===== config.mk =====
export PLATFORM = sky130hd
export DESIGN_NAME = websocket_frame_receiver
export DESIGN_NICKNAME = d
export VERILOG_FILES = /design/src/sv/wsfr_pkg.sv /design/src/sv/wsfr_parser.sv /design/src/sv/wsfr_queue.sv /design/src/sv/websocket_frame_receiver.sv
export SDC_FILE = /design/constraint.sdc
export NUM_CORES = 1
export LEC_CHECK = 0
export BUFFER_PORTS_ARGS = -buffer_cell sky130_fd_sc_hd__buf_2
export CAP_MARGIN = 15
export CORE_MARGIN = 2
export CORE_UTILIZATION = 50
export DETAILED_ROUTE_END_ITERATION = 8
export PLACE_DENSITY = 0.67
export SLEW_MARGIN = 20
export SYNTH_ARGS = -nofsm -noshare
export SYNTH_HDL_FRONTEND = slang
export SYNTH_SLANG_ARGS = --single-unit

===== constraint.sdc =====
create_clock -name aclk -period 9.4 [get_ports aclk]
set_clock_uncertainty 0.1 [all_clocks]
set_input_delay 1.88 -clock aclk [delete_from_list [all_inputs] [get_ports aclk]]
set_output_delay 1.88 -clock aclk [all_outputs]
set_load 0.02 [all_outputs]

===== src/sv/wsfr_pkg.sv =====
// wsfr_pkg: types and constants for the WebSocket frame receiver.
// No dependencies.
package wsfr_pkg;

    localparam logic [2:0] ST_NONE      = 3'd0;
    localparam logic [2:0] ST_MSG_DONE  = 3'd1;
    localparam logic [2:0] ST_FRAME_CON = 3'd2;
    localparam logic [2:0] ST_CLOSE_OK  = 3'd3;
    localparam logic [2:0] ST_CLOSE_NC  = 3'd4;
    localparam logic [2:0] ST_CLOSE_PE  = 3'd5;
    localparam logic [2:0] ST_CLOSE_BIG = 3'd6;

    localparam logic [3:0] OP_CONT  = 4'd0;
    localparam logic [3:0] OP_TEXT  = 4'd1;
    localparam logic [3:0] OP_BIN   = 4'd2;
    localparam logic [3:0] OP_CLOSE = 4'd8;
    localparam logic [3:0] OP_PING  = 4'd9;
    localparam logic [3:0] OP_PONG  = 4'd10;

    localparam logic [6:0] LEN_EXT16 = 7'd126;
    localparam logic [6:0] LEN_EXT64 = 7'd127;

    localparam logic CFG_MAX_FRAME = 1'b0;
    localparam logic CFG_MAX_MSG   = 1'b1;

    // one result item
    typedef struct packed {
        logic       payload_valid;
        logic [7:0] payload_byte;
        logic       message_binary;
        logic [2:0] status;
    } wsfr_result_t;

    function automatic logic close_code_ok(input logic [15:0] code);
        return (code >= 16'd1000 && code <= 16'd1003) ||
               (code >= 16'd1007 && code <= 16'd1011) ||
               (code >= 16'd3000 && code <= 16'd4999);
    endfunction

endpackage


===== src/sv/wsfr_parser.sv =====
// wsfr_parser: front part; byte-wise header parser, unmasking and verdicts.
// Depends on wsfr_pkg.
module wsfr_parser import wsfr_pkg::*; (
    input  logic         aclk,
    input  logic         aresetn,
    input  logic         in_valid,
    input  logic [7:0]   in_byte,
    input  logic [31:0]  max_frame_bytes,
    input  logic [31:0]  max_message_bytes,
    output logic         res_valid,
    output wsfr_result_t res
);

    logic [3:0]  pos_reg,  pos_next;
    logic [7:0]  fhb_reg,  fhb_next;
    logic [6:0]  lcode_reg, lcode_next;
    logic [31:0] plen_reg, plen_next;
    logic        ovf_reg,  ovf_next;
    logic [31:0] pcnt_reg, pcnt_next;
    logic [31:0] key_reg,  key_next;
    logic        mact_reg, mact_next;
    logic        mbin_reg, mbin_next;
    logic [31:0] mlen_reg, mlen_next;
    logic [7:0]  cch_reg,  cch_next;
    logic        halt_reg, halt_next;

    logic [3:0]  hlen;
    logic [3:0]  op;
    logic        fin;
    logic        emit;
    wsfr_result_t r;
    // header check inputs
    logic        hc_do;
    logic [31:0] hc_len;
    logic        hc_ovf;
    logic        fe_do;
    logic        fe_valid;
    logic [7:0]  fe_byte;
    logic [7:0]  u;
    logic [32:0] fsum, msum;
    logic [3:0]  pos_off;

    always_comb begin
        hlen = (lcode_reg == LEN_EXT16) ? 4'd8 : (lcode_reg == LEN_EXT64) ? 4'd14 : 4'd6;
        pos_next = pos_reg; fhb_next = fhb_reg; lcode_next = lcode_reg;
        plen_next = plen_reg; ovf_next = ovf_reg; pcnt_next = pcnt_reg;
        key_next = key_reg; mact_next = mact_reg; mbin_next = mbin_reg;
        mlen_next = mlen_reg; cch_next = cch_reg; halt_next = halt_reg;
        emit = 1'b0;
        r = '0;
        hc_do = 1'b0; hc_len = plen_reg; hc_ovf = ovf_reg;
        fe_do = 1'b0; fe_valid = 1'b0; fe_byte = 8'd0;
        op = fhb_reg[3:0];
        fin = fhb_reg[7];
        u = 8'd0;
        pos_off = 4'd0;
        fsum = '0; msum = '0;
        if (in_valid && !halt_reg) begin
            if (pos_reg == 4'd0) begin
                fhb_next = in_byte; lcode_next = '0; plen_next = '0;
                ovf_next = 1'b0; pcnt_next = '0; key_next = '0;
                if ((in_byte & 8'h70) != 8'd0) begin
                    emit = 1'b1; r.status = ST_CLOSE_PE;
                end else begin
                    pos_next = 4'd1;
                end
            end else if (pos_reg == 4'd1) begin
                if (!in_byte[7]) begin
                    emit = 1'b1; r.status = ST_CLOSE_PE;
                end else begin
                    lcode_next = in_byte[6:0];
                    plen_next = (in_byte[6:0] < LEN_EXT16) ? {25'd0, in_byte[6:0]} : 32'd0;
                    pos_next = 4'd2;
                    hlen = 4'd6;
                    if (in_byte[6:0] < LEN_EXT16) begin
                        hc_do = 1'b1; hc_len = {25'd0, in_byte[6:0]};
                    end
                end
            end else if (pos_reg < hlen - 4'd4) begin
                if (lcode_reg == LEN_EXT64 && pos_reg < 4'd6) begin
                    if (in_byte != 8'd0) ovf_next = 1'b1;
                end else begin
                    plen_next = {plen_reg[23:0], in_byte};
                end
                pos_next = pos_reg + 4'd1;
                hc_len = plen_next; hc_ovf = ovf_next;
                if (pos_reg == hlen - 4'd5) hc_do = 1'b1;
            end else if (pos_reg < hlen) begin
                pos_off = pos_reg - (hlen - 4'd4);
                key_next[8*pos_off[1:0] +: 8] = in_byte;
                pos_next = pos_reg + 4'd1;
                if (pos_reg == hlen - 4'd1 && plen_reg == 32'd0) fe_do = 1'b1;
            end else begin
                u = in_byte ^ key_reg[8*pcnt_reg[1:0] +: 8];
                if (pcnt_reg == 32'd0) cch_next = u;
                pcnt_next = pcnt_reg + 32'd1;
                if ({1'b0, pcnt_reg} + 33'd1 >= {1'b0, plen_reg}) begin
                    fe_do = 1'b1; fe_valid = (op <= OP_BIN); fe_byte = u;
                end else if (op <= OP_BIN) begin
                    emit = 1'b1; r.payload_valid = 1'b1; r.payload_byte = u;
                    r.message_binary = mbin_reg;
                end
            end
            // header verdict once the length is known
            if (hc_do) begin
                fsum = {29'd0, hlen} + {1'b0, hc_len};
                msum = {1'b0, mlen_reg} + {1'b0, hc_len};
                emit = 1'b1;
                if (hc_ovf || fsum > {1'b0, max_frame_bytes}) r.status = ST_CLOSE_BIG;
                else if (op == OP_CONT && !mact_reg) r.status = ST_CLOSE_PE;
                else if ((op == OP_TEXT || op == OP_BIN) && mact_reg) r.status = ST_CLOSE_PE;
                else if ((op == OP_CLOSE || op == OP_PING || op == OP_PONG) &&
                         (!fin || hc_len > 32'd125)) r.status = ST_CLOSE_PE;
                else if (op > OP_BIN && op != OP_CLOSE && op != OP_PING && op != OP_PONG)
                    r.status = ST_CLOSE_PE;
                else if (op <= OP_BIN && msum > {1'b0, max_message_bytes})
                    r.status = ST_CLOSE_BIG;
                else if (op == OP_CLOSE && hc_len == 32'd1) r.status = ST_CLOSE_PE;
                else begin
                    emit = 1'b0;
                    if (op <= OP_BIN) begin
                        if (!mact_reg) begin
                            mact_next = 1'b1; mbin_next = (op != OP_TEXT);
                        end
                        mlen_next = msum[31:0];
                    end
                end
            end
            if (fe_do) begin
                pos_next = 4'd0;
                emit = 1'b1;
                r.payload_valid = fe_valid;
                // control payload bytes are never shown
                r.payload_byte = fe_valid ? fe_byte : 8'd0;
                if (op <= OP_BIN) begin
                    r.message_binary = mbin_reg;
                    if (fin) begin
                        r.status = ST_MSG_DONE; mact_next = 1'b0; mlen_next = '0;
                    end else begin
                        r.status = ST_FRAME_CON;
                    end
                end else if (op == OP_CLOSE) begin
                    if (plen_reg == 32'd0) r.status = ST_CLOSE_OK;
                    else if (plen_reg == 32'd2)
                        r.status = close_code_ok({cch_reg, fe_byte}) ? ST_CLOSE_OK : ST_CLOSE_PE;
                    else r.status = ST_CLOSE_NC;
                end else begin
                    r.status = ST_FRAME_CON;
                end
            end
            if (emit && r.status >= ST_CLOSE_OK) halt_next = 1'b1;
        end
    end

    always_ff @(posedge aclk) begin
        if (!aresetn) begin
            pos_reg <= '0; fhb_reg <= '0; lcode_reg <= '0; plen_reg <= '0;
            ovf_reg <= 1'b0; pcnt_reg <= '0; key_reg <= '0; mact_reg <= 1'b0;
            mbin_reg <= 1'b0; mlen_reg <= '0; cch_reg <= '0; halt_reg <= 1'b0;
            res_valid <= 1'b0;
        end else begin
            pos_reg <= pos_next; fhb_reg <= fhb_next; lcode_reg <= lcode_next;
            plen_reg <= plen_next; ovf_reg <= ovf_next; pcnt_reg <= pcnt_next;
            key_reg <= key_next; mact_reg <= mact_next; mbin_reg <= mbin_next;
            mlen_reg <= mlen_next; cch_reg <= cch_next; halt_reg <= halt_next;
            res_valid <= emit;
        end
        res <= r;
    end

endmodule


===== src/sv/wsfr_queue.sv =====
// wsfr_queue: small result queue between parser and output port.
// Depends on wsfr_pkg.
module wsfr_queue import wsfr_pkg::*; #(
    parameter int DEPTH = 4
) (
    input  logic         aclk,
    input  logic         aresetn,
    input  logic         wr_valid,
    input  wsfr_result_t wr_data,
    output logic         free_ok,
    output logic         rd_valid,
    output wsfr_result_t rd_data,
    input  logic         rd_ready
);
    localparam int AW = $clog2(DEPTH);

    wsfr_result_t   mem_reg [DEPTH];
    logic [AW-1:0]  wp_reg, rp_reg;
    logic [AW:0]    cnt_reg;
    logic           rd_fire;

    assign rd_valid = (cnt_reg != '0);
    assign rd_data  = mem_reg[rp_reg];
    assign rd_fire  = rd_valid && rd_ready;
    // room for one more beyond the result possibly in flight in the parser
    assign free_ok  = (cnt_reg <= (AW+1)'(DEPTH - 2)) ||
                      ((cnt_reg == (AW+1)'(DEPTH - 1)) && rd_fire);

    always_ff @(posedge aclk) begin
        if (!aresetn) begin
            wp_reg <= '0; rp_reg <= '0; cnt_reg <= '0;
        end else begin
            if (wr_valid) wp_reg <= (wp_reg == AW'(DEPTH - 1)) ? '0 : wp_reg + 1'b1;
            if (rd_fire)  rp_reg <= (rp_reg == AW'(DEPTH - 1)) ? '0 : rp_reg + 1'b1;
            cnt_reg <= cnt_reg + (AW+1)'(wr_valid) - (AW+1)'(rd_fire);
        end
        if (wr_valid) mem_reg[wp_reg] <= wr_data;
    end
endmodule


===== src/sv/websocket_frame_receiver.sv =====
// websocket_frame_receiver: top level; parser front, result queue back.
// Depends on wsfr_pkg, wsfr_parser, wsfr_queue.
//
// Usage:
//  - s_axis: one received stream byte per transfer (tdata[7:0] = frame_byte).
//  - m_axis: result items; tdata = {status, message_binary, payload_byte,
//    payload_valid} from the highest bit down, zero padded to 16 bits.
//  - cfg port: cfg_we writes cfg_wdata to register cfg_addr (0 max frame
//    bytes, 1 max message bytes); other indexes are ignored.
// A result is registered in the parser and then written into the queue,
// from which it is offered on m_axis.
// Throughput: one byte per cycle while s_axis_tready is high.
// Reset (aresetn low, synchronous) clears parser state and queue and sets
// the limits to their defaults. When the receiver stalls the queue fills;
// s_axis_tready drops while fewer than two entries are free, unless one is
// free and an entry leaves in the same cycle, so no result is lost.
// After a close verdict all bytes are taken and dropped until reset.
module websocket_frame_receiver import wsfr_pkg::*; #(
    parameter int QUEUE_DEPTH = 4
) (
    input  logic        aclk,
    input  logic        aresetn,
    input  logic        s_axis_tvalid,
    output logic        s_axis_tready,
    input  logic [7:0]  s_axis_tdata,   // [7:0] frame_byte
    output logic        m_axis_tvalid,
    input  logic        m_axis_tready,
    output logic [15:0] m_axis_tdata,   // [0] payload_valid, [8:1] payload_byte,
                                        // [9] message_binary, [12:10] status
    input  logic        cfg_we,
    input  logic        cfg_addr,
    input  logic [31:0] cfg_wdata
);
    logic [31:0]  max_frame_reg, max_msg_reg;
    logic         res_valid;
    wsfr_result_t res, q_data;

    always_ff @(posedge aclk) begin
        if (!aresetn) begin
            max_frame_reg <= 32'd65550;
            max_msg_reg   <= 32'd1048576;
        end else if (cfg_we) begin
            case (cfg_addr)
                CFG_MAX_FRAME: max_frame_reg <= cfg_wdata;
                CFG_MAX_MSG:   max_msg_reg   <= cfg_wdata;
                default: ;
            endcase
        end
    end

    wsfr_parser u_parser (
        .aclk(aclk), .aresetn(aresetn),
        .in_valid(s_axis_tvalid && s_axis_tready),
        .in_byte(s_axis_tdata),
        .max_frame_bytes(max_frame_reg),
        .max_message_bytes(max_msg_reg),
        .res_valid(res_valid), .res(res)
    );

    wsfr_queue #(.DEPTH(QUEUE_DEPTH)) u_queue (
        .aclk(aclk), .aresetn(aresetn),
        .wr_valid(res_valid), .wr_data(res),
        .free_ok(s_axis_tready),
        .rd_valid(m_axis_tvalid), .rd_data(q_data), .rd_ready(m_axis_tready)
    );

    assign m_axis_tdata = {3'd0, q_data.status, q_data.message_binary,
                           q_data.payload_byte, q_data.payload_valid};
endmodule


# Yosys cells after proc, flatten, opt, wreduce, memory -nomap -nowiden
# Memory sizes are Yosys's and may differ from the RTL's. A register that Yosys moved wholly into a read port is not among the register bits.
# Index checks and enable logic that the tools add are counted.
# op_classes
n_mux	145
magnitude_cmp	18
mul	0
n_shift	3
reduce_logical	52
n_eq_ne	25
n_bitwise	14
n_div	0
n_addsub	14
# op_table
cell	n
$mux 32	30
$gt 33x32->1	2
$logic_not 32->1	2
$mux 1	60
$mux 10	6
$mux 8	7
$mux 4	13
$mux 3	17
$neg 5->34	1
$shift 8x34->32 const A	1
$shiftx 8x34->32	1
$add 32x1->33 const B	1
$add 32x32->33	1
$add 4x32->33	1
$ge 33x32->1	1
$add 32x1->32 const B	1
$bwmux 32	1
$eq 32x1->1 const B	1
$eq 32x2->1 const B	1
$ge 16x10->1 const B	2
$gt 32x7->1 const B	1
$le 16x10->1 const B	2
$shiftx 32x6->8	1
$mux 7	4
other kinds (46)	113
# totals
ff_bits	244
romBits	0
memories	1
ramBits	52
latchBits	0
# memory_table
name	depth	word_bits	rd	rd_clocked_by_memory_dff	write_ports	line	source
u_queue.mem_reg	4	13	1	1	1	wsfr_queue.sv:17	wsfr_result_t mem_reg [DEPTH];

# Depth between registers and ports, before layout
# Gate-level depths: netlist (run 1).
# depth
depth_word	24
mapped_depth	36
ltp_nobuf	33

# Modules after synthesis
# Synthesis (run 1) repeated with hierarchy kept, for this count alone.
# hier_totals
hier_cells	2170
area_unflattened_um2	18701.7
# by_module_without_submodules
mod	instances	area_each_um2	cells_per_inst
wsfr_parser	1	13810.7	1796
websocket_frame_receiver	1	2506.2	257
wsfr_queue	1	2384.8	117

# Worst setup path after synthesis (run 1)
# No wires, ideal clock.
# synth_timing
path_kind	input to register
startpoint	in s_axis_tdata[5]
endpoint	reg u_parser.mlen_reg[10]
t_required_ns	9.168
slack_ns	1.344
path_stages	27
setup_ns	0.132
arrival_time_ns	7.824
cell_sequence	buf_2 > nand2_1 > o311a_4 > o211a_4 > buf_2 > buf_1 > o22ai_1 > ha_1 > a21o_1 > a21o_1 > a311oi_1 > o2111ai_1 > nor3b_1 > a2111oi_0 > o21ai_0 > xor2_1 > ha_1 > a2111oi_0 > nand2_1 > nor3_1 > o31ai_1 > a22o_1 > or4b_1 > buf_4 > buf_4 > nand3_1 > a21oi_1
# synth_via
elab_chain_cells	19
word_cells_on_any_way	43
cone_classes	add/sub (2); order compare (4); eq/ne (1); mux (30); reduce/logical (6)
# synth_rtl
element	line	source
start: declaration	websocket_frame_receiver.sv:25	input logic [7:0] s_axis_tdata,
$lt 7x7->1	wsfr_parser.sv:75	if (in_byte[6:0] < LEN_EXT16) begin
$mux 32	wsfr_parser.sv:75	
$mux 32	wsfr_parser.sv:68	if (!in_byte[7]) begin
$mux 32	wsfr_parser.sv:67	end else if (pos_reg == 4'd1) begin
$mux 32	wsfr_parser.sv:59	if (pos_reg == 4'd0) begin
$mux 32	wsfr_parser.sv:58	if (in_valid && !halt_reg) begin
$add 32x32->33 / $eq 32x1->1 (equally long branches)	wsfr_parser.sv:107, wsfr_parser.sv:118	
$gt 33x32->1, or another cell as far along	wsfr_parser.sv:116	else if (op <= OP_BIN && msum > {1'b0, max_message_bytes})
[... 3 more ...]	-	
$mux 32	wsfr_parser.sv:112	else if ((op == OP_CLOSE || op == OP_PING || op == OP_PONG) &&
$mux 32	wsfr_parser.sv:111	else if ((op == OP_TEXT || op == OP_BIN) && mact_reg) r.status = ST_CLOSE_PE;
$mux 32	wsfr_parser.sv:110	else if (op == OP_CONT && !mact_reg) r.status = ST_CLOSE_PE;
$mux 32	wsfr_parser.sv:109	if (hc_ovf || fsum > {1'b0, max_frame_bytes}) r.status = ST_CLOSE_BIG;
$mux 32 (*)	wsfr_parser.sv:105	if (hc_do) begin
$mux 32	wsfr_parser.sv:137	if (fin) begin
$mux 32	wsfr_parser.sv:135	if (op <= OP_BIN) begin
$mux 32 (*)	wsfr_parser.sv:129	if (fe_do) begin
end signal: assignment	wsfr_parser.sv:165	mlen_reg <= mlen_next; cch_reg <= cch_next; halt_reg <= halt_next;
end: declaration	wsfr_parser.sv:23	logic [31:0] mlen_reg, mlen_next;
# Mark *: on every way between the ends. The rest lies on a longest branch, timed or not. The select of a mux whose other input is x is not followed.
# A chain may end at the register's enable or synchronous reset.

# Worst setup path in the final report (run 1)
# layout_timing
startpoint	in s_axis_tdata[1]
endpoint	reg u_parser.mlen_reg[25]
# Same word-level chain as after synthesis.

==> results.md, run 1 <==
* Outcome: complete, no violations
* Total CTS buffers at 31
* Tightest Pin Transition at 1068 ps
* CP peak stage delay at 550 ps
* Endpoints failing setup at 0
* Synth top area share at between 20% and 30%
* RSZ-0062 raised after global routing: no
* Number of enable flip-flop cells after synthesis at 52
* Layout cells sized above 1 at 8.506%
* Cell taking the most area after synthesis: dfxtp_1
* Mapped Area at roughly 0.018 mm2
* Post-Synthesis Cells at 2149
* Synth area leaders: dfxtp_1 27%, ha_1 11%, edfxtp_1 8.7%
* Dpl cells at 2579
* Arr. time, crit path at 9150 ps
* First-pass GRT wire length at 82780 um
* Netlist cell types at between 80 and 90
* Core area at approximately 0.035 mm2
* DP HPWL at 38440 um
* Fmax at 0.1131 GHz
* Synth warn at 0
* Internal power at ~2.3 mW
* Vias at 16060
* Worst slew margin at 28.80%
* # hold bufs at CTS at 0
* Post-route antenna net violation count at 0
* CTS sink cnt at 295
* Setup slack, reg-to-reg at 890 ps
* Initial antenna violation count at 1
* Max Cap Viol at 0
* Number of global-route vias before repair at between 15000 and 20000
* TNS Setup at 0 ps
* Hold path start: u_parser.key_reg[10]
* I/O Buffers at 60
* CP endpoint kind: flop
* Worst Path Required at 9710 ps
* P_leak at 7.841 nW
* Slowest CP cell: o211ai_2
* Hold Slack at roughly 350 ps
* Register bit total from synthesis at 295
* Gpl congestion at 0.9806
* Max FO, Critical Path at 32
* Routed length per instance at 19.71 um
* Startpoint types: primary input
* Hold Path Class: flop to flop
* Grt total ovfl at 0
* CTS tree: done
* Die height at approximately 190 um
* Hold Fails Final Rpt at 0
* GRT Overall Usage at about 27%
* RR Endpoint: u_parser.mlen_reg[25]
* CTS Root Cell: clkbuf_16
* IO Count at 64
* CP Launch Point: s_axis_tdata[1]
* Synth Area per Inst at 8.336 um2
* NumNets Final at between 2000 and 2500
* PostCTS Resize Cnt at 0
* # Post-CTS Setup Buffers at 0
* Sw frac at 29.28%
* Hold Path Depth at 2
* WL final at around 52000 um
* Row cnt at 69
* Most frequent CP cell: nand2_1
* DR pass1 iterations at 6
* CTS clk-pin slew, worst paths at 60 ps
* Ys flop type: dfxtp_1
* Power Density at 169.2 mW/mm2
* Worst-Skew Late Latency at 590 ps
* Sequential share of the synthesized area at 35.87%
* Clock share of power at 40.8%
* Reg2reg start: u_parser.lcode_reg[4]
* Die W at ~190 um
* Largest net degree at the start of global routing at 128
* Period Utilization, post-route at 94.02%
* CTS H-Tree Depth at 1
* Initial Util at 50.61%
* Vias per inst at 6.089
* Fin cells at 2637
* Clk buf depth at 3
* # DRC at 0
* Max IR drop VDD at 0.2314 mV
* Hold Path Sink: u_parser.key_reg[10]
* Die area at 0.03736 mm2
* Fillers at between 3000 and 4000
* Iteration-0 DRC Markers at roughly 1500
* Reg power frac at 41.6%
* Final slew viol count at 0
* Critical path class: primary input to flop
* Ys async rst share at 0%
* Max reg flops at 52
* Fin crit period at 8838 ps
* Area delta synth->final at 9.506%
* Worst path top cell family by delay: compound AO/OA/AOI/OAI gates
* Sw power at just under 1 mW
* WP buf/inv at 4
* Worst R2R Path Depth at 29
* Combinational power share at roughly 18%
-- per-layer routing --
| metal | vias up | wire, um | global-route usage [%] |
|---|---|---|---|
| met5 | - | 0 | 0 |
| li1 | 7667 | - | - |
| met1 | 7693 | 23870 | 39.17 |
| met2 | 617 | 23220 | 43.07 |
| met3 | 80 | 3811 | 3.748 |
| met4 | 0 | 1091 | 6.079 |
-- synthesized netlist by cell type (all sizes together) (4+ instances only) --
library cell  number
nand2            291
dfxtp            243
a21oi            224
nor2             163
ha               154
inv              146
nand3            129
clkbuf            86
xnor2             64
a22oi             59
o21ai             59
edfxtp            52
a21o              47
nand4             36
nor3              34
xor2              31
and3              25
nor4              25
o22ai             24
buf               23
mux4              21
and2              18
mux2i             16
and4              14
o211ai            13
a31oi             11
nand2b             9
o21a               9
or3                9
a211oi             8
nor2b              8
or2                8
nor4b              7
o2111ai            7
or4                7
o21bai             6
a2111oi            5
a41o               5
nand3b             5
nor3b              5
o31ai              4
-- power by group through the flow --
| stage | clock network (mW) | registers [mW] | logic [mW] |
|---|---|---|---|
| 6_report | 1.35 | 1.38 | 0.585 |
| 5_1_grt | 1.42 | 1.39 | 0.639 |
| 4_1_cts | 1.37 | 1.38 | 0.576 |
| 3_5_place_dp | 0 | 1.41 | 0.571 |
| 3_3_place_gp | 0 | 1.41 | 0.560 |
| 2_1_floorplan | 0 | 1.38 | 0.416 |
-- final cells by class --
class	instances	area, um2	area share, %
clock buffers	41	874.6	4.458
clock inverters	16	245.2	1.250
multi-input cells	1601	10520	53.62
flip-flops and latches	295	6426	32.76
repair buffers	76	420.4	2.143
diodes	1	2.502	0.01276
well taps	461	576.8	2.940
inverters	146	553.0	2.819
-- metrics by stage --
step                      worst slack [ps]  util (%)  instance area, um2  power (mW)
final                                562.1     55.42               19620       3.318
after floorplan                       1344         -               17920       1.797
after global routing                 155.7     55.41               19610       3.451
after CTS                            766.1     55.39               19610       3.329
after global placement               394.5     52.22               18490       1.967
after detailed placement             205.4     52.22               18490       1.980
-- placed cells by master (no fill, tap or decap), drive strengths merged, types with 6 or more instances in the layout --
| cell | Yosys | layout |
|---|---|---|
| o21ai | 59 | 59 |
| or3 | 9 | 9 |
| buf | 23 | 76 |
| or2 | 8 | 8 |
| xnor2 | 64 | 64 |
| o21bai | 6 | 6 |
| o22ai | 24 | 24 |
| nor2 | 163 | 163 |
| nor3 | 34 | 34 |
| ha | 154 | 154 |
| or4 | 7 | 7 |
| mux4 | 21 | 21 |
| clkinv | 0 | 7 |
| inv | 146 | 146 |
| o21a | 9 | 9 |
| and4 | 14 | 14 |
| bufinv | 0 | 6 |
| a21oi | 224 | 224 |
| a22oi | 59 | 59 |
| a21o | 47 | 47 |
| and2 | 18 | 18 |
| dfxtp | 243 | 243 |
| nor4b | 7 | 7 |
| nand4 | 36 | 36 |
| o2111ai | 7 | 7 |
| nor2b | 8 | 8 |
| and3 | 25 | 25 |
| a31oi | 11 | 11 |
| nand3 | 129 | 129 |
| xor2 | 31 | 31 |
| o211ai | 13 | 13 |
| nand2 | 291 | 291 |
| nand2b | 9 | 9 |
| nor4 | 25 | 25 |
| mux2i | 16 | 16 |
| clkbuf | 86 | 41 |
| edfxtp | 52 | 52 |
| a211oi | 8 | 8 |
-- worst min-delay path, cell delays in order (launching register included) --
cell     delay, ps
dfxtp_1        300
nand2_1         50
a21oi_1         50
-- worst max-delay path by stage --
stage | cells past startpoint | to | slack [ps]
2_1_floorplan | 27 | u_parser.mlen_reg[10] | 1340
3_3_place_gp | 29 | u_parser.mlen_reg[23] | 390
3_5_place_dp | 28 | u_parser.mlen_reg[0] | 210
4_1_cts | 28 | u_parser.mlen_reg[25] | 770
5_1_grt | 29 | u_parser.mlen_reg[8] | 160
6_report | 28 | u_parser.mlen_reg[25] | 560
-- cells by family after synthesis --
kind of cell / count (synthesis) / share of synthesized area [%]
adder cells (fa/ha/maj): 157 / 11.09
XOR/XNOR: 95 / 4.645
AND/OR/NAND/NOR: 801 / 21.33
buffers and inverters: 255 / 5.637
other: 1 / 0.02093
multiplexers: 37 / 3.534
flip-flops: 295 / 35.87
AO/OA/AOI/OAI: 508 / 17.87
(Power assumes the default switching activity.)
==> inputs of run 2 (changes only) <==
Settings changed: RECOVER_POWER set to 50.
==> results.md, run 2 (same netlist as run 1, synthesis figures left out) <==
* Most common cell after layout, fill and taps aside: nand2_1
* Worst path top cell family by delay: compound AO/OA/AOI/OAI gates
* GRT Overall Usage at 27.10%
* Row cnt at 69
* Area delta synth->final at 9.444%
* # hold bufs at CTS at 0
* Total CTS buffers at 31
* First-pass GRT wire length at 82780 um
* Slowest CP cell: o211ai_2
* CTS sink cnt at 295
* Hold path start: u_parser.key_reg[10]
* Reg2reg start: u_parser.lcode_reg[4]
* Max reg flops at between 50 and 60
* Worst Path Required at 9710 ps
* Period Utilization, post-route at 93.76%
* Hold Fails Final Rpt at 0
* Largest net degree at the start of global routing at 128
* TNS Setup at 0 ps
* Max IR drop VDD at between 0.2 and 0.25 mV
* Fin cells at 2637
* Fmax at 0.1135 GHz
* NumNets Final at 2354
* Worst R2R Path Depth at 31
* Initial Util at 50.61%
* RSZ-0062 raised after global routing: no
* Outcome: complete, no violations
* Worst-Skew Late Latency at just under 600 ps
* # DRC at 0
* CTS H-Tree Depth at 1
* Fillers at 3279
* CP endpoint kind: flop
* Vias at 16040
* Setup slack, reg-to-reg at 920 ps
* CTS clk-pin slew, worst paths at around 60 ps
* Vias per inst at 6.083
* Reg area at approximately 0.0064 mm2
* Endpoints failing setup at 0
* Fin crit period at 8813 ps
* Critical path class: primary input to flop
* Area of the multi-input gates at 0.01052 mm2
* Core area at 0.03540 mm2
* Most frequent CP cell: nand2_1
* CTS Root Cell: clkbuf_16
* Tot Pwr at 3.318 mW
* CP peak stage delay at 540 ps
* Max FO, Critical Path at 32
* DP HPWL at between 30000 and 40000 um
* Power Density at 169.2 mW/mm2
* # Post-CTS Setup Buffers at 0
* Dpl cells at 2579
* Startpoint types: primary input
* Post-route antenna net violation count at 0
* Die W at between 150 and 200 um
* Routed length per instance at 19.69 um
* Die height at 193.3 um
* Iteration-0 DRC Markers at 1575
* Final slew viol count at 0
* Hold Path Class: flop to flop
* I/O Buffers at 60
* DR pass1 iterations at 6
* Arr. time, crit path at roughly 9100 ps
* Most frequent cells in the layout: 290 x nand2_1, 243 x dfxtp_1, 222 x a21oi_1, 162 x nor2_1, 154 x ha_1
* Max Cap Viol at 0
* Die area at 0.03736 mm2
* WP buf/inv at 4
* Hold Path Sink: u_parser.key_reg[10]
* CTS tree: done
* Initial antenna violation count at 1
* PostCTS Resize Cnt at 0
* Tightest Pin Transition at 1205 ps
* Grt total ovfl at 0
* Layout cells sized above 1 at 8.184%
* Hold Path Depth at 2
* Gpl congestion at 0.9806
* Number of global-route vias before repair at 15100
* P_leak at 7.819 nW
* Clk buf depth at 3
* IO Count at 64
* Worst slew margin at 19.53%
* RR Endpoint: u_parser.mlen_reg[25]
* WL final at just over 50000 um
run 2: cell count changes in the layout (fill, tap and decap cells not counted), sizes merged:
cell / before / now
buf: 76 / 71
clkbuf: 41 / 46
run 2: area by class of cell:
type | count | area share (%)
Clock inverter | 16 | 1.251
Clock buffer | 41 | 4.461
Antenna cell | 1 | 0.01276
Tap cell | 461 | 2.942
Multi-Input combinational cell | 1601 | 53.63
Timing Repair Buffer | 76 | 2.100
Sequential cell | 295 | 32.78
Inverter | 146 | 2.821
run 2: worst reg2reg max path, delay by kind of cell, from the launching register on:
kind                     cells  cell delay, ps
buffers and inverters        4             770
AO/OA/AOI/OAI               12            2850
adder cells (fa/ha/maj)      3            1020
AND/OR/NAND/NOR             11            3100
flip-flops                   1             330
XOR/XNOR                     1             130
run 2: how the worst max path moves through the flow:
stage	from	endpoint	slack, ps	cells past startpoint
after detailed placement	s_axis_tdata[2]	u_parser.mlen_reg[0]	210	28
final	s_axis_tdata[1]	u_parser.mlen_reg[25]	590	28
after global routing	s_axis_tdata[1]	u_parser.mlen_reg[8]	150	29
after floorplan	s_axis_tdata[5]	u_parser.mlen_reg[10]	1340	27
after CTS	s_axis_tdata[2]	u_parser.mlen_reg[25]	770	28
after global placement	s_axis_tdata[2]	u_parser.mlen_reg[23]	390	29
run 2: metrics by stage:
stage | setup WS (ps) | util [%] | area, um2 | hold slack [ps]
2_1_floorplan | 1344 | - | 17920 | 309.1
3_3_place_gp | 394.5 | 52.22 | 18490 | 335.0
3_5_place_dp | 205.4 | 52.22 | 18490 | 341.1
4_1_cts | 766.1 | 55.39 | 19610 | 351.6
5_1_grt | 150.7 | 55.38 | 19600 | 375.1
6_report | 586.7 | 55.39 | 19610 | 350.6
run 2: report_power, final:
group / internal (mW) / switching, mW / total, mW
combinational: 0.195 / 0.389 / 0.584
clock: 0.817 / 0.535 / 1.35
sequential: 1.33 / 0.0490 / 1.38
total: 2.34 / 0.973 / 3.32
run 2: per-layer routing:
layer | routed length [um] | global-route usage (%) | vias to the layer above
met5 | 0 | 0 | -
met4 | 1135 | 6.079 | 0
met3 | 3744 | 3.748 | 86
met2 | 23280 | 43.07 | 594
met1 | 23770 | 39.17 | 7689
li1 | - | - | 7671
